==> src/design/rrbm_pkg.sv <==
// Shared types and constants for the ROM/RAM bank mapper.
// Used by rrbm_rem_unit and rom_ram_bank_mapper_core; no dependencies.
package rrbm_pkg;

    // Bit-serial remainder unit sizes
    localparam int REM_DVD_W = 9;   // widest bank value reduced
    localparam int REM_DSR_W = 10;  // widest bank count
    localparam int REM_CNT_W = $clog2(REM_DVD_W);

    localparam int ROM_BANK_W  = 9;
    localparam int RAM_BANK_W  = 4;
    localparam int ROM_CNT_W   = 10;
    localparam int RAM_CNT_W   = 5;
    localparam int MAP_ADDR_W  = 23;
    localparam int ROM_OFS_W   = 14;   // 16 KiB bank
    localparam int RAM_OFS_W   = 13;   // 8 KiB bank

    // Result target codes
    localparam logic [1:0] TGT_ROM   = 2'd0;
    localparam logic [1:0] TGT_RAM   = 2'd1;
    localparam logic [1:0] TGT_OPEN  = 2'd2;
    localparam logic [1:0] TGT_WRITE = 2'd3;

    // Register select (paddr[2])
    localparam logic REG_ROM_COUNT = 1'b0;
    localparam logic REG_RAM_COUNT = 1'b1;

    typedef enum logic [1:0] {
        ST_IDLE,
        ST_REM,
        ST_DONE
    } t_state;

endpackage

==> src/design/rom_ram_bank_mapper_core.sv <==
// Top level of the ROM/RAM bank mapper: sequencer, bank state, APB registers.
// Depends on rrbm_pkg and rrbm_rem_unit.
//
//  channel | direction | handshake                  | payload
//  --------+-----------+----------------------------+------------------------------
//  in      | in        | i_in_valid / o_in_ready    | i_action, i_bus_addr, i_write_data
//  out     | out       | o_out_valid / i_out_ready  | o_target, o_mapped_addr
//  cfg     | in        | psel, penable, pwrite      | paddr, pwdata, prdata, pready
//
// A read, or a write outside the bank registers, goes from IDLE to DONE and back.
// A bank write (0x2000-0x5FFF) waits in REM in between: the remainder by the
// bank count goes through the bit-serial unit, one dividend bit per cycle.
// Reset is synchronous, active low, and restores the counts and bank state.
// A result waiting at the output does not block the next transfer; only the
// commit of the following result waits until the output register is free.
module rom_ram_bank_mapper_core
    import rrbm_pkg::*;
(
    input  logic                  i_clk,
    input  logic                  i_rst_n,
    // input channel
    input  logic                  i_in_valid,
    output logic                  o_in_ready,
    input  logic                  i_action,
    input  logic [15:0]           i_bus_addr,
    input  logic [7:0]            i_write_data,
    // output channel
    output logic                  o_out_valid,
    input  logic                  i_out_ready,
    output logic [1:0]            o_target,
    output logic [MAP_ADDR_W-1:0] o_mapped_addr,
    // configuration port
    input  logic                  psel,
    input  logic                  penable,
    input  logic                  pwrite,
    input  logic [2:0]            paddr,
    input  logic [31:0]           pwdata,
    output logic [31:0]           prdata,
    output logic                  pready
);

    // ---------------------------------------------------------------------
    // State
    // ---------------------------------------------------------------------
    t_state r_state, n_state;

    logic                  r_action;
    logic [15:0]           r_addr;
    logic [7:0]            r_wdata;

    logic                  r_ram_on;
    logic [ROM_BANK_W-1:0] r_rom_bank;
    logic [RAM_BANK_W-1:0] r_ram_bank;
    logic [ROM_CNT_W-1:0]  r_rom_count;
    logic [RAM_CNT_W-1:0]  r_ram_count;

    logic                  r_out_valid;
    logic [1:0]            r_target;
    logic [MAP_ADDR_W-1:0] r_mapped;

    logic                  w_rem_start;
    logic                  w_rem_done;
    logic [REM_DVD_W-1:0]  w_dividend;
    logic [REM_DSR_W-1:0]  w_divisor;
    logic [REM_DSR_W-1:0]  w_rem_val;

    logic                  w_in_xfer;
    logic                  w_bank_wr;   // incoming transfer needs the remainder unit
    logic                  w_commit;
    logic                  w_cfg_wr;

    logic [1:0]            n_target;
    logic [MAP_ADDR_W-1:0] n_mapped;

    assign w_in_xfer = i_in_valid && o_in_ready;
    assign w_commit  = (r_state == ST_DONE) && (!r_out_valid || i_out_ready);
    assign w_cfg_wr  = psel && penable && pwrite && pready;

    // ---------------------------------------------------------------------
    // Operand select for the remainder unit, straight from the input item
    // ---------------------------------------------------------------------
    always_comb begin
        w_bank_wr  = 1'b0;
        w_dividend = '0;
        w_divisor  = REM_DSR_W'(r_rom_count);
        if (i_action) begin
            unique case (i_bus_addr[15:12])
                4'h2: begin
                    w_bank_wr  = 1'b1;
                    w_dividend = {r_rom_bank[8], i_write_data};
                end
                4'h3: begin
                    w_bank_wr  = 1'b1;
                    w_dividend = {i_write_data[0], r_rom_bank[7:0]};
                end
                4'h4, 4'h5: begin
                    w_bank_wr  = 1'b1;
                    w_dividend = {1'b0, i_write_data};
                    w_divisor  = REM_DSR_W'(r_ram_count);
                end
                default: begin
                    w_bank_wr = 1'b0;
                end
            endcase
        end
    end

    rrbm_rem_unit u_rem (
        .i_clk      (i_clk),
        .i_rst_n    (i_rst_n),
        .i_start    (w_rem_start),
        .i_dividend (w_dividend),
        .i_divisor  (w_divisor),
        .o_done     (w_rem_done),
        .o_rem      (w_rem_val)
    );

    // ---------------------------------------------------------------------
    // Sequencer: next state
    // ---------------------------------------------------------------------
    always_comb begin
        n_state = r_state;
        unique case (r_state)
            ST_IDLE: begin
                if (w_in_xfer) begin
                    n_state = w_bank_wr ? ST_REM : ST_DONE;
                end
            end
            ST_REM: begin
                if (w_rem_done) begin
                    n_state = ST_DONE;
                end
            end
            ST_DONE: begin
                if (w_commit) begin
                    n_state = ST_IDLE;
                end
            end
            default: begin
                n_state = ST_IDLE;
            end
        endcase
    end

    // Sequencer: outputs
    always_comb begin
        o_in_ready  = 1'b0;
        w_rem_start = 1'b0;
        unique case (r_state)
            ST_IDLE: begin
                o_in_ready  = 1'b1;
                w_rem_start = i_in_valid && w_bank_wr;
            end
            ST_REM, ST_DONE: begin
                o_in_ready = 1'b0;
            end
            default: begin
                o_in_ready = 1'b0;
            end
        endcase
    end

    always_ff @(posedge i_clk) begin
        if (!i_rst_n) begin
            r_state <= ST_IDLE;
        end else begin
            r_state <= n_state;
        end
    end

    // latched item
    always_ff @(posedge i_clk) begin
        if (w_in_xfer) begin
            r_action <= i_action;
            r_addr   <= i_bus_addr;
            r_wdata  <= i_write_data;
        end
    end

    // ---------------------------------------------------------------------
    // Result of the latched item
    // ---------------------------------------------------------------------
    always_comb begin
        n_target = TGT_OPEN;
        n_mapped = '0;
        if (r_action) begin
            n_target = TGT_WRITE;
        end else begin
            unique case (r_addr[15:12])
                4'h0, 4'h1, 4'h2, 4'h3: begin
                    n_target = TGT_ROM;
                    n_mapped = MAP_ADDR_W'(r_addr);
                end
                4'h4, 4'h5, 4'h6, 4'h7: begin
                    n_target = TGT_ROM;
                    n_mapped = {r_rom_bank, r_addr[ROM_OFS_W-1:0]};
                end
                4'hA, 4'hB: begin
                    if (r_ram_on) begin
                        n_target = TGT_RAM;
                        n_mapped = MAP_ADDR_W'({r_ram_bank, r_addr[RAM_OFS_W-1:0]});
                    end
                end
                default: begin
                    n_target = TGT_OPEN;
                end
            endcase
        end
    end

    // bank state, committed with the result
    always_ff @(posedge i_clk) begin
        if (!i_rst_n) begin
            r_ram_on   <= 1'b0;
            r_rom_bank <= ROM_BANK_W'(1);
            r_ram_bank <= '0;
        end else if (w_commit && r_action) begin
            unique case (r_addr[15:12])
                4'h0, 4'h1: begin
                    r_ram_on <= (r_wdata[3:0] == 4'hA);
                end
                4'h2, 4'h3: begin
                    // count of zero forces bank zero; above 512 leaves it as is
                    r_rom_bank <= (r_rom_count == '0) ? '0 : w_rem_val[ROM_BANK_W-1:0];
                end
                4'h4, 4'h5: begin
                    r_ram_bank <= (r_ram_count == '0) ? '0 : w_rem_val[RAM_BANK_W-1:0];
                end
                default: begin
                    r_ram_on <= r_ram_on;
                end
            endcase
        end
    end

    // output register
    always_ff @(posedge i_clk) begin
        if (!i_rst_n) begin
            r_out_valid <= 1'b0;
        end else if (w_commit) begin
            r_out_valid <= 1'b1;
        end else if (i_out_ready) begin
            r_out_valid <= 1'b0;
        end
    end

    always_ff @(posedge i_clk) begin
        if (w_commit) begin
            r_target <= n_target;
            r_mapped <= n_mapped;
        end
    end

    assign o_out_valid   = r_out_valid;
    assign o_target      = r_target;
    assign o_mapped_addr = r_mapped;

    // ---------------------------------------------------------------------
    // Configuration registers: bank counts, decoded on paddr[2]
    // ---------------------------------------------------------------------
    always_ff @(posedge i_clk) begin
        if (!i_rst_n) begin
            r_rom_count <= ROM_CNT_W'(512);
            r_ram_count <= RAM_CNT_W'(16);
        end else if (w_cfg_wr) begin
            unique case (paddr[2])
                REG_ROM_COUNT: r_rom_count <= pwdata[ROM_CNT_W-1:0];
                REG_RAM_COUNT: r_ram_count <= pwdata[RAM_CNT_W-1:0];
                default:       r_rom_count <= r_rom_count;
            endcase
        end
    end

    always_comb begin
        unique case (paddr[2])
            REG_ROM_COUNT: prdata = 32'(r_rom_count);
            REG_RAM_COUNT: prdata = 32'(r_ram_count);
            default:       prdata = '0;
        endcase
    end

    assign pready = 1'b1;

    // ---------------------------------------------------------------------
    // Assertions
    // ---------------------------------------------------------------------
    // remainder only completes while the sequencer waits for it
    a_rem_done_in_rem: assert property (@(posedge i_clk) disable iff (!i_rst_n)
        w_rem_done |-> (r_state == ST_REM))
        else $error("remainder done outside wait state");

    // a new result appears only after a commit
    a_out_from_commit: assert property (@(posedge i_clk) disable iff (!i_rst_n)
        $rose(r_out_valid) |-> $past(w_commit))
        else $error("output valid without commit");

    // a transfer always moves the sequencer out of idle
    a_xfer_leaves_idle: assert property (@(posedge i_clk) disable iff (!i_rst_n)
        w_in_xfer |=> (r_state != ST_IDLE))
        else $error("sequencer stayed idle after transfer");

    // a RAM bank write leaves the bank below a nonzero count in range
    a_ram_bank_range: assert property (@(posedge i_clk) disable iff (!i_rst_n)
        (w_commit && r_action && (r_addr[15:13] == 3'b010) && (r_ram_count != '0)
            && (r_ram_count <= RAM_CNT_W'(16)))
        |=> ({1'b0, r_ram_bank} < $past(r_ram_count)))
        else $error("RAM bank not reduced by count");

endmodule

==> src/design/rrbm_rem_unit.sv <==
// Bit-serial restoring remainder: one dividend bit per cycle.
// Depends on rrbm_pkg.
module rrbm_rem_unit
    import rrbm_pkg::*;
(
    input  logic                 i_clk,
    input  logic                 i_rst_n,
    input  logic                 i_start,
    input  logic [REM_DVD_W-1:0] i_dividend,
    input  logic [REM_DSR_W-1:0] i_divisor,
    output logic                 o_done,
    output logic [REM_DSR_W-1:0] o_rem
);

    localparam logic [REM_CNT_W-1:0] LAST_STEP = REM_CNT_W'(REM_DVD_W - 1);

    logic                 r_busy;
    logic                 r_done;
    logic [REM_CNT_W-1:0] r_cnt;
    logic [REM_DVD_W-1:0] r_dvd;
    logic [REM_DSR_W-1:0] r_dsr;
    logic [REM_DSR_W-1:0] r_rem;

    logic [REM_DSR_W:0]   w_trial;
    logic [REM_DSR_W:0]   w_diff;
    logic [REM_DSR_W-1:0] n_rem;

    // shift in next bit, subtract when it fits
    always_comb begin
        w_trial = {r_rem, r_dvd[REM_DVD_W-1]};
        w_diff  = w_trial - {1'b0, r_dsr};
        if (w_trial >= {1'b0, r_dsr}) begin
            n_rem = w_diff[REM_DSR_W-1:0];
        end else begin
            n_rem = w_trial[REM_DSR_W-1:0];
        end
    end

    always_ff @(posedge i_clk) begin
        if (!i_rst_n) begin
            r_busy <= 1'b0;
            r_done <= 1'b0;
            r_cnt  <= '0;
        end else begin
            r_done <= 1'b0;
            if (i_start) begin
                r_busy <= 1'b1;
                r_cnt  <= '0;
            end else if (r_busy) begin
                r_cnt <= r_cnt + 1'b1;
                if (r_cnt == LAST_STEP) begin
                    r_busy <= 1'b0;
                    r_done <= 1'b1;
                end
            end
        end
    end

    always_ff @(posedge i_clk) begin
        if (i_start) begin
            r_rem <= '0;
            r_dvd <= i_dividend;
            r_dsr <= i_divisor;
        end else if (r_busy) begin
            r_rem <= n_rem;
            r_dvd <= {r_dvd[REM_DVD_W-2:0], 1'b0};
        end
    end

    assign o_done = r_done;
    assign o_rem  = r_rem;

endmodule

==> config.mk <==
export PLATFORM = sky130hd
export DESIGN_NAME = rom_ram_bank_mapper_core
export DESIGN_NICKNAME = d
export VERILOG_FILES = /design/src/design/rrbm_pkg.sv /design/src/design/rom_ram_bank_mapper_core.sv /design/src/design/rrbm_rem_unit.sv
export SDC_FILE = /design/constraint.sdc
export NUM_CORES = 1
export LEC_CHECK = 0
export BUFFER_PORTS_ARGS = -buffer_cell sky130_fd_sc_hd__buf_2
export CAP_MARGIN = 20
export CORE_UTILIZATION = 30
export DETAILED_ROUTE_END_ITERATION = 6
export GPL_TIMING_DRIVEN = 1
export HOLD_SLACK_MARGIN = 0.05
export SYNTH_ARGS = -nofsm -noshare
export SYNTH_HDL_FRONTEND = slang
export SYNTH_SLANG_ARGS = --single-unit
==> constraint.sdc <==
create_clock -name i_clk -period 6.8 [get_ports i_clk]
set_input_delay 1.02 -clock i_clk [delete_from_list [all_inputs] [get_ports i_clk]]
set_output_delay 1.02 -clock i_clk [all_outputs]
set_load 0.02 [all_outputs]
* After elaboration in Yosys (flattened, before gate mapping) *
Cells that the tools add are included.
W data, S select, Z words.

storage, ports and cells
  bits in registers = 113
  latch bits = 0
  memory bits (writable) = 0
  memory bits (read-only) = 0
  bits of input ports = 67
  word-level logic and storage cells = 104
  memories kept = 0

operators by class
  add/sub/neg operators = 2
  multiply operators = 0
  divide/modulo/power cells = 0
  $lt $le $gt $ge = 1
  equal/unequal tests = 20
  shift operators = 0
  mux-type cells = 29
  bitwise operators = 3
  reductions and logical operators = 31

operators by type and width
  kind                   number
  $pmux W23 S3           1
  $pmux W32 S2           1
  $mux W9                4
  $mux W10               3
  $pmux W9 S3            1
  $eq A4 B3 Y1 const B   6
  $mux W17               1
  $eq A4 B2 Y1 const B   4
  $eq A4 B4 Y1 const B   4
  $reduce_or A2 Y1       6
  $reduce_or A4 Y1       3
  $ge A11 B10 Y1         1
  $logic_not A10 Y1      1
  $mux W1                10
  $mux W2                5
  $reduce_and A2 Y1      5
  $sub A10 B10 Y10       1
  $reduce_or A8 Y1       1
  $logic_and A1 B1 Y1    6
  $pmux W2 S3            1
  $logic_not A5 Y1       1
  $add A4 B1 Y4 const B  1
  $eq A4 B1 Y1 const B   1
  $logic_not A4 Y1       1
  13 further kinds       17

* Longest topological paths before layout *
  depth after elaboration = 7
  gate-level depth with buffers = 10

* Modules after synthesis *
Synthesis repeated with hierarchy kept, for this count alone.

second synthesis, totals
  cell total of the unflattened synthesis = 481
  area, all modules = 5383.9 µm²

by module, submodules not included
  module                    times used  cells an instance  area each (µm²)  sequential area each (µm²)
  rom_ram_bank_mapper_core  1           299                3468.3           2021.9
  rrbm_rem_unit             1           182                1915.6           890.9

* Worst setup path before layout *
No wires, ideal clock.

  kind = input-to-output
  start = input port paddr[2]
  end = output port prdata[0]
  arrival time = 1.731 ns
  setup slack = 4.049 ns
  stages = 2
  buffers on the path = 1
  cell sequence = buf_1 -> mux2_2

on the way
  longest elaborated chain between the ends = 2

RTL lines
  what                  line                             RTL
  start: declaration    rom_ram_bank_mapper_core.sv:36   input logic [2:0] paddr,
  $not A1 Y1 (no line)  n/a
  $pmux W32 S2 *        rom_ram_bank_mapper_core.sv:275  unique case (paddr[2])
  end: declaration      rom_ram_bank_mapper_core.sv:38   output logic [31:0] prdata,

Every way passes the cells marked *; elsewhere a longest branch is shown, timed or not. The select of a mux whose other input is x is not followed.

* Worst setup path in the final report *
  start = input port i_bus_addr[14]
  end = register u_rem.r_dsr[7], enable pin

on the way
  longest elaborated chain between the ends = 6

RTL lines
  what                                          line                             RTL
  start: declaration                            rom_ram_bank_mapper_core.sv:25   input logic [15:0] i_bus_addr,
  $eq A4 B3 Y1 or $eq A4 B2 Y1 (tied branches)  rom_ram_bank_mapper_core.sv:87   unique case (i_bus_addr[15:12])
  $reduce_or A4 Y1 (no line) *                  n/a
  $mux W1 *                                     rom_ram_bank_mapper_core.sv:87
  $mux W1 *                                     rom_ram_bank_mapper_core.sv:86   if (i_action) begin
  $logic_and A1 B1 Y1 *                         rom_ram_bank_mapper_core.sv:152  w_rem_start = i_in_valid && w_bank_wr;
  $mux W1 *                                     rom_ram_bank_mapper_core.sv:149  unique case (r_state)
  net u_rem.i_start                             rrbm_rem_unit.sv:8               input logic i_start,
  end signal: assignment                        rrbm_rem_unit.sv:63              r_dsr <= i_divisor;
  end: declaration                              rrbm_rem_unit.sv:21              logic [REM_DSR_W-1:0] r_dsr;

The timed path passes the listed nets; every way through them passes the cells marked *.
A chain may end at the register's enable or synchronous reset.

==> results.md <==
- Actual slew at the worst max-slew pin: between 900 and 1000 ps
- Worst EP arrival: 3020 ps
- Port Buffer Count: around 80
- Run status: finished clean
- Vias in the first global route: 3690
- Distinct cells, synth: 50
- Via total after detailed routing: 3626
- Worst-Skew Late Latency: 410 ps
- Initial core utilization: roughly 31%
- Yosys reg bits: 113
- Hold WC Path Type: register to register
- Post-synth EDFFs: 65
- Seq/Total Area, Yosys: ~56%
- Final-report max-slew violation count: 0
- WL/cell: 13.6 µm
- Vias/cell: 4.58
- Fin Clk Skew: 6.05 ps
- First-pass GRT wire length: 18300 µm
- Met3 usage: 3.89%
- Post-synth top area share: between 30 and 40%
- Post-synth ARST share: 0%
- Initial antenna violation count: 0
- Die area: roughly 0.018 mm²
- # DRC: 0
- Nets: ~640
- GPL Wtd Cong: just over 0.8
- Maximum clock frequency: 0.337 GHz
- Top Usage Layer GRT: met2
- CTS tree: done
- Post-DP HPWL: 7780 µm
- Reg2Reg Depth: 9
- Maximum VDD drop: 208 µV
- Setup TNS Final: 0 ps
- Period utilization: a little over two fifths
- Core Rows: between 40 and 50
- Min Clock Period, post-route: 2970 ps
- Hold Fails Final Rpt: 0
- Hold Crit Depth: 2
- Worst Path Required: 6850 ps
- DR pass1 iterations: 4
- Pwr Total: 2.10 mW
- Top Ports: ~130
- PwrDens: 328 mW/mm²
- Antenna Cells: 0
- Total setup buffers inserted after CTS: 0
- Die Wd: 134 µm
- Min Hold Slack: 474 ps
- Gr usage total: 13.0%
- Overflow after GRT: 0
- Crit-path max FO: 30
- H-tree depth: 4
- Critical setup path kind: input pin to register
- Total CTS buffers: 17
- Fillers: 1680
- Clock transition at path regs: 60 ps
- Endpoint type of the worst setup path: register
- Core area: 0.0168 mm²
- Pleak: 2.56 nW
- Most used DFF post-synth: edfxtp_1
- Startpoint types: input pin
- Largest net degree at the start of global routing: 35
- Clk sinks: 113
- Hold_buf cts: 0
- ANT nets after route: 0
- Die H: 134 µm
- RSZ-0062 raised after global routing: false
- Proportion of layout cells with a drive suffix above 1: 22.4%
- Cell area after synthesis: 0.00523 mm²
- Detailed Route Iter0 Violations: 155
- Top post-synthesis cells by area: edfxtp_1 37%, dfxtp_1 18%, nor2b_1 3.3%
- Post-Route WL: approximately 11000 µm
- Largest area contributor in the netlist: edfxtp_1
- GR Layer Usage met2: 21.4%
- Syn Area/Cell: 11.0 µm²
- Area growth syn-to-layout: 22.6%
- Count of final setup violators: 0
- Met1 usage: 16.1%
- Cell count after synthesis: between 400 and 500
- Warnings from Yosys: 0
- Max cap viols: 0
- Slew HR: 34.5%
- Clk buf depth: 2
- Post-cts resize count: 0
- Root buffer cell: clkbuf_16
==> logic make-up (layout without fill, tap and decap cells) <==
logic type / after synthesis / count (layout) / share of synthesized area, %
compound gates: 95 / 95 / 12.3
xor+xnor: 8 / 8 / 1.34
fa+ha+maj: 13 / 13 / 3.25
buf+inv: 55 / 130 / 5.76
flops: 113 / 113 / 55.7
mux: 23 / 23 / 4.66
other cells: 2 / 23 / 0.143
simple gates: 167 / 167 / 16.9
==> cell type report <==
type / instances / area (µm²) / share of cell area (%)
multi-input cells: 329 / 2100 / 32.7
clock buffers: 17 / 425 / 6.63
inverters: 18 / 67.6 / 1.05
flip-flops and latches: 113 / 2910 / 45.4
clock inverters: 15 / 233 / 3.63
repair buffers: 80 / 403 / 6.28
well taps: 220 / 275 / 4.29
==> Yosys cell counts, types with 2 or more instances <==
cell type and count:
a211oi_1 3, nor4_1 4, buf_4 23, nand2b_1 12, or2_2 2, nor3b_1 3
o21ai_0 23, mux2i_1 12, o211ai_1 5, or3_1 4, edfxtp_1 65, inv_1 18
dfxtp_1 48, and2_1 22, o21a_1 4, nand2_1 44, a21boi_0 15, mux2_2 11
xnor2_1 4, nor2_1 21, nand4_1 3, ha_1 12, conb_1 2, a21oi_1 15
nand3_1 12, a22oi_1 19, a21o_1 3, nor3_1 5, xor2_1 4, nor2b_1 28
clkbuf_1 11
==> per-stage QoR <==
stage               util [%]  std cells  setup slack, ps  area, µm²
detailed placement      34.2        760             3350       5760
CTS                     38.2        792             3800       6420
global route            38.2        792             3580       6420
finish                  38.2        792             3830       6420
floorplan                  -        497             4050       5310
global placement        34.2        760             3390       5760
==> layer usage <==
layer | vias to the layer above | wire [µm] | share of wire [%]
li1 | 1830 | - | -
met1 | 1678 | 4830 | 45
met2 | 106 | 5140 | 48
met3 | 12 | 628 | 5.8
met4 | 0 | 144 | 1.3
met5 | - | 0 | 0
==> where the power goes <==
part	total [mW]	switching, mW	internal (mW)	leakage [nW]
combinational	0.299	0.178	0.122	1.26
clock	0.979	0.325	0.654	0.313
sequential	0.824	0.0482	0.776	0.991
total	2.10	0.550	1.55	2.56
==> worst max-delay path, stage by stage <==
cell      delay, ps
buf_2           110
nand2b_1        210
a21oi_1         260
nand3_1         720
inv_1           680
==> registers in the layout (all words and copies together) (netlist names) <==
| signal | cells |
|---|---|
| o_mapped_addr | 23 |
| r_addr | 16 |
| r_rom_count | 10 |
| u_rem.o_rem | 10 |
| u_rem.r_dsr | 10 |
| r_rom_bank | 9 |
| u_rem.r_dvd | 9 |
| r_ram_count | 5 |
| r_ram_bank | 4 |
| r_wdata | 4 |
| u_rem.r_cnt | 4 |
| o_target | 2 |
| r_state | 2 |
| o_out_valid | 1 |
| r_action | 1 |
| r_ram_on | 1 |
| u_rem.o_done | 1 |
| u_rem.r_busy | 1 |
==> cells in the final DEF, fill, tap and decap left out, types with 4 or more instances in the layout <==
master	netlist	final
and2_1	22	22
conb_1	2	23
nor4_1	4	4
mux2i_1	12	12
buf_2	1	79
a21boi_0	15	15
ha_1	12	12
clkbuf_16	0	17
nor2b_1	28	28
a22oi_1	19	19
a21oi_1	15	15
bufinv_16	0	5
xor2_1	4	4
o21ai_0	23	23
nand2_1	44	44
inv_1	18	18
xnor2_1	4	4
mux2_2	11	11
nor3_1	5	5
nand2b_1	12	12
edfxtp_1	65	65
o21a_1	4	4
nand3_1	12	12
clkinv_4	0	5
dfxtp_1	48	48
nor2_1	21	20
o211ai_1	5	5
or3_1	4	4
==> worst paths after layout <==
| kind | startpoint | endpoint | slack (ps) |
|---|---|---|---|
| worst min-delay path | u_rem.r_cnt[3] | u_rem.o_done | 470 |
| worst min register to register | u_rem.r_cnt[3] | u_rem.o_done | 470 |
| worst max register to register | u_rem.r_dvd[8] | u_rem.o_rem[6] | 4350 |
| worst max-delay path | i_bus_addr[14] | u_rem.r_dsr[7] | 3830 |
Note: power is estimated with default switching activity, not from simulation.
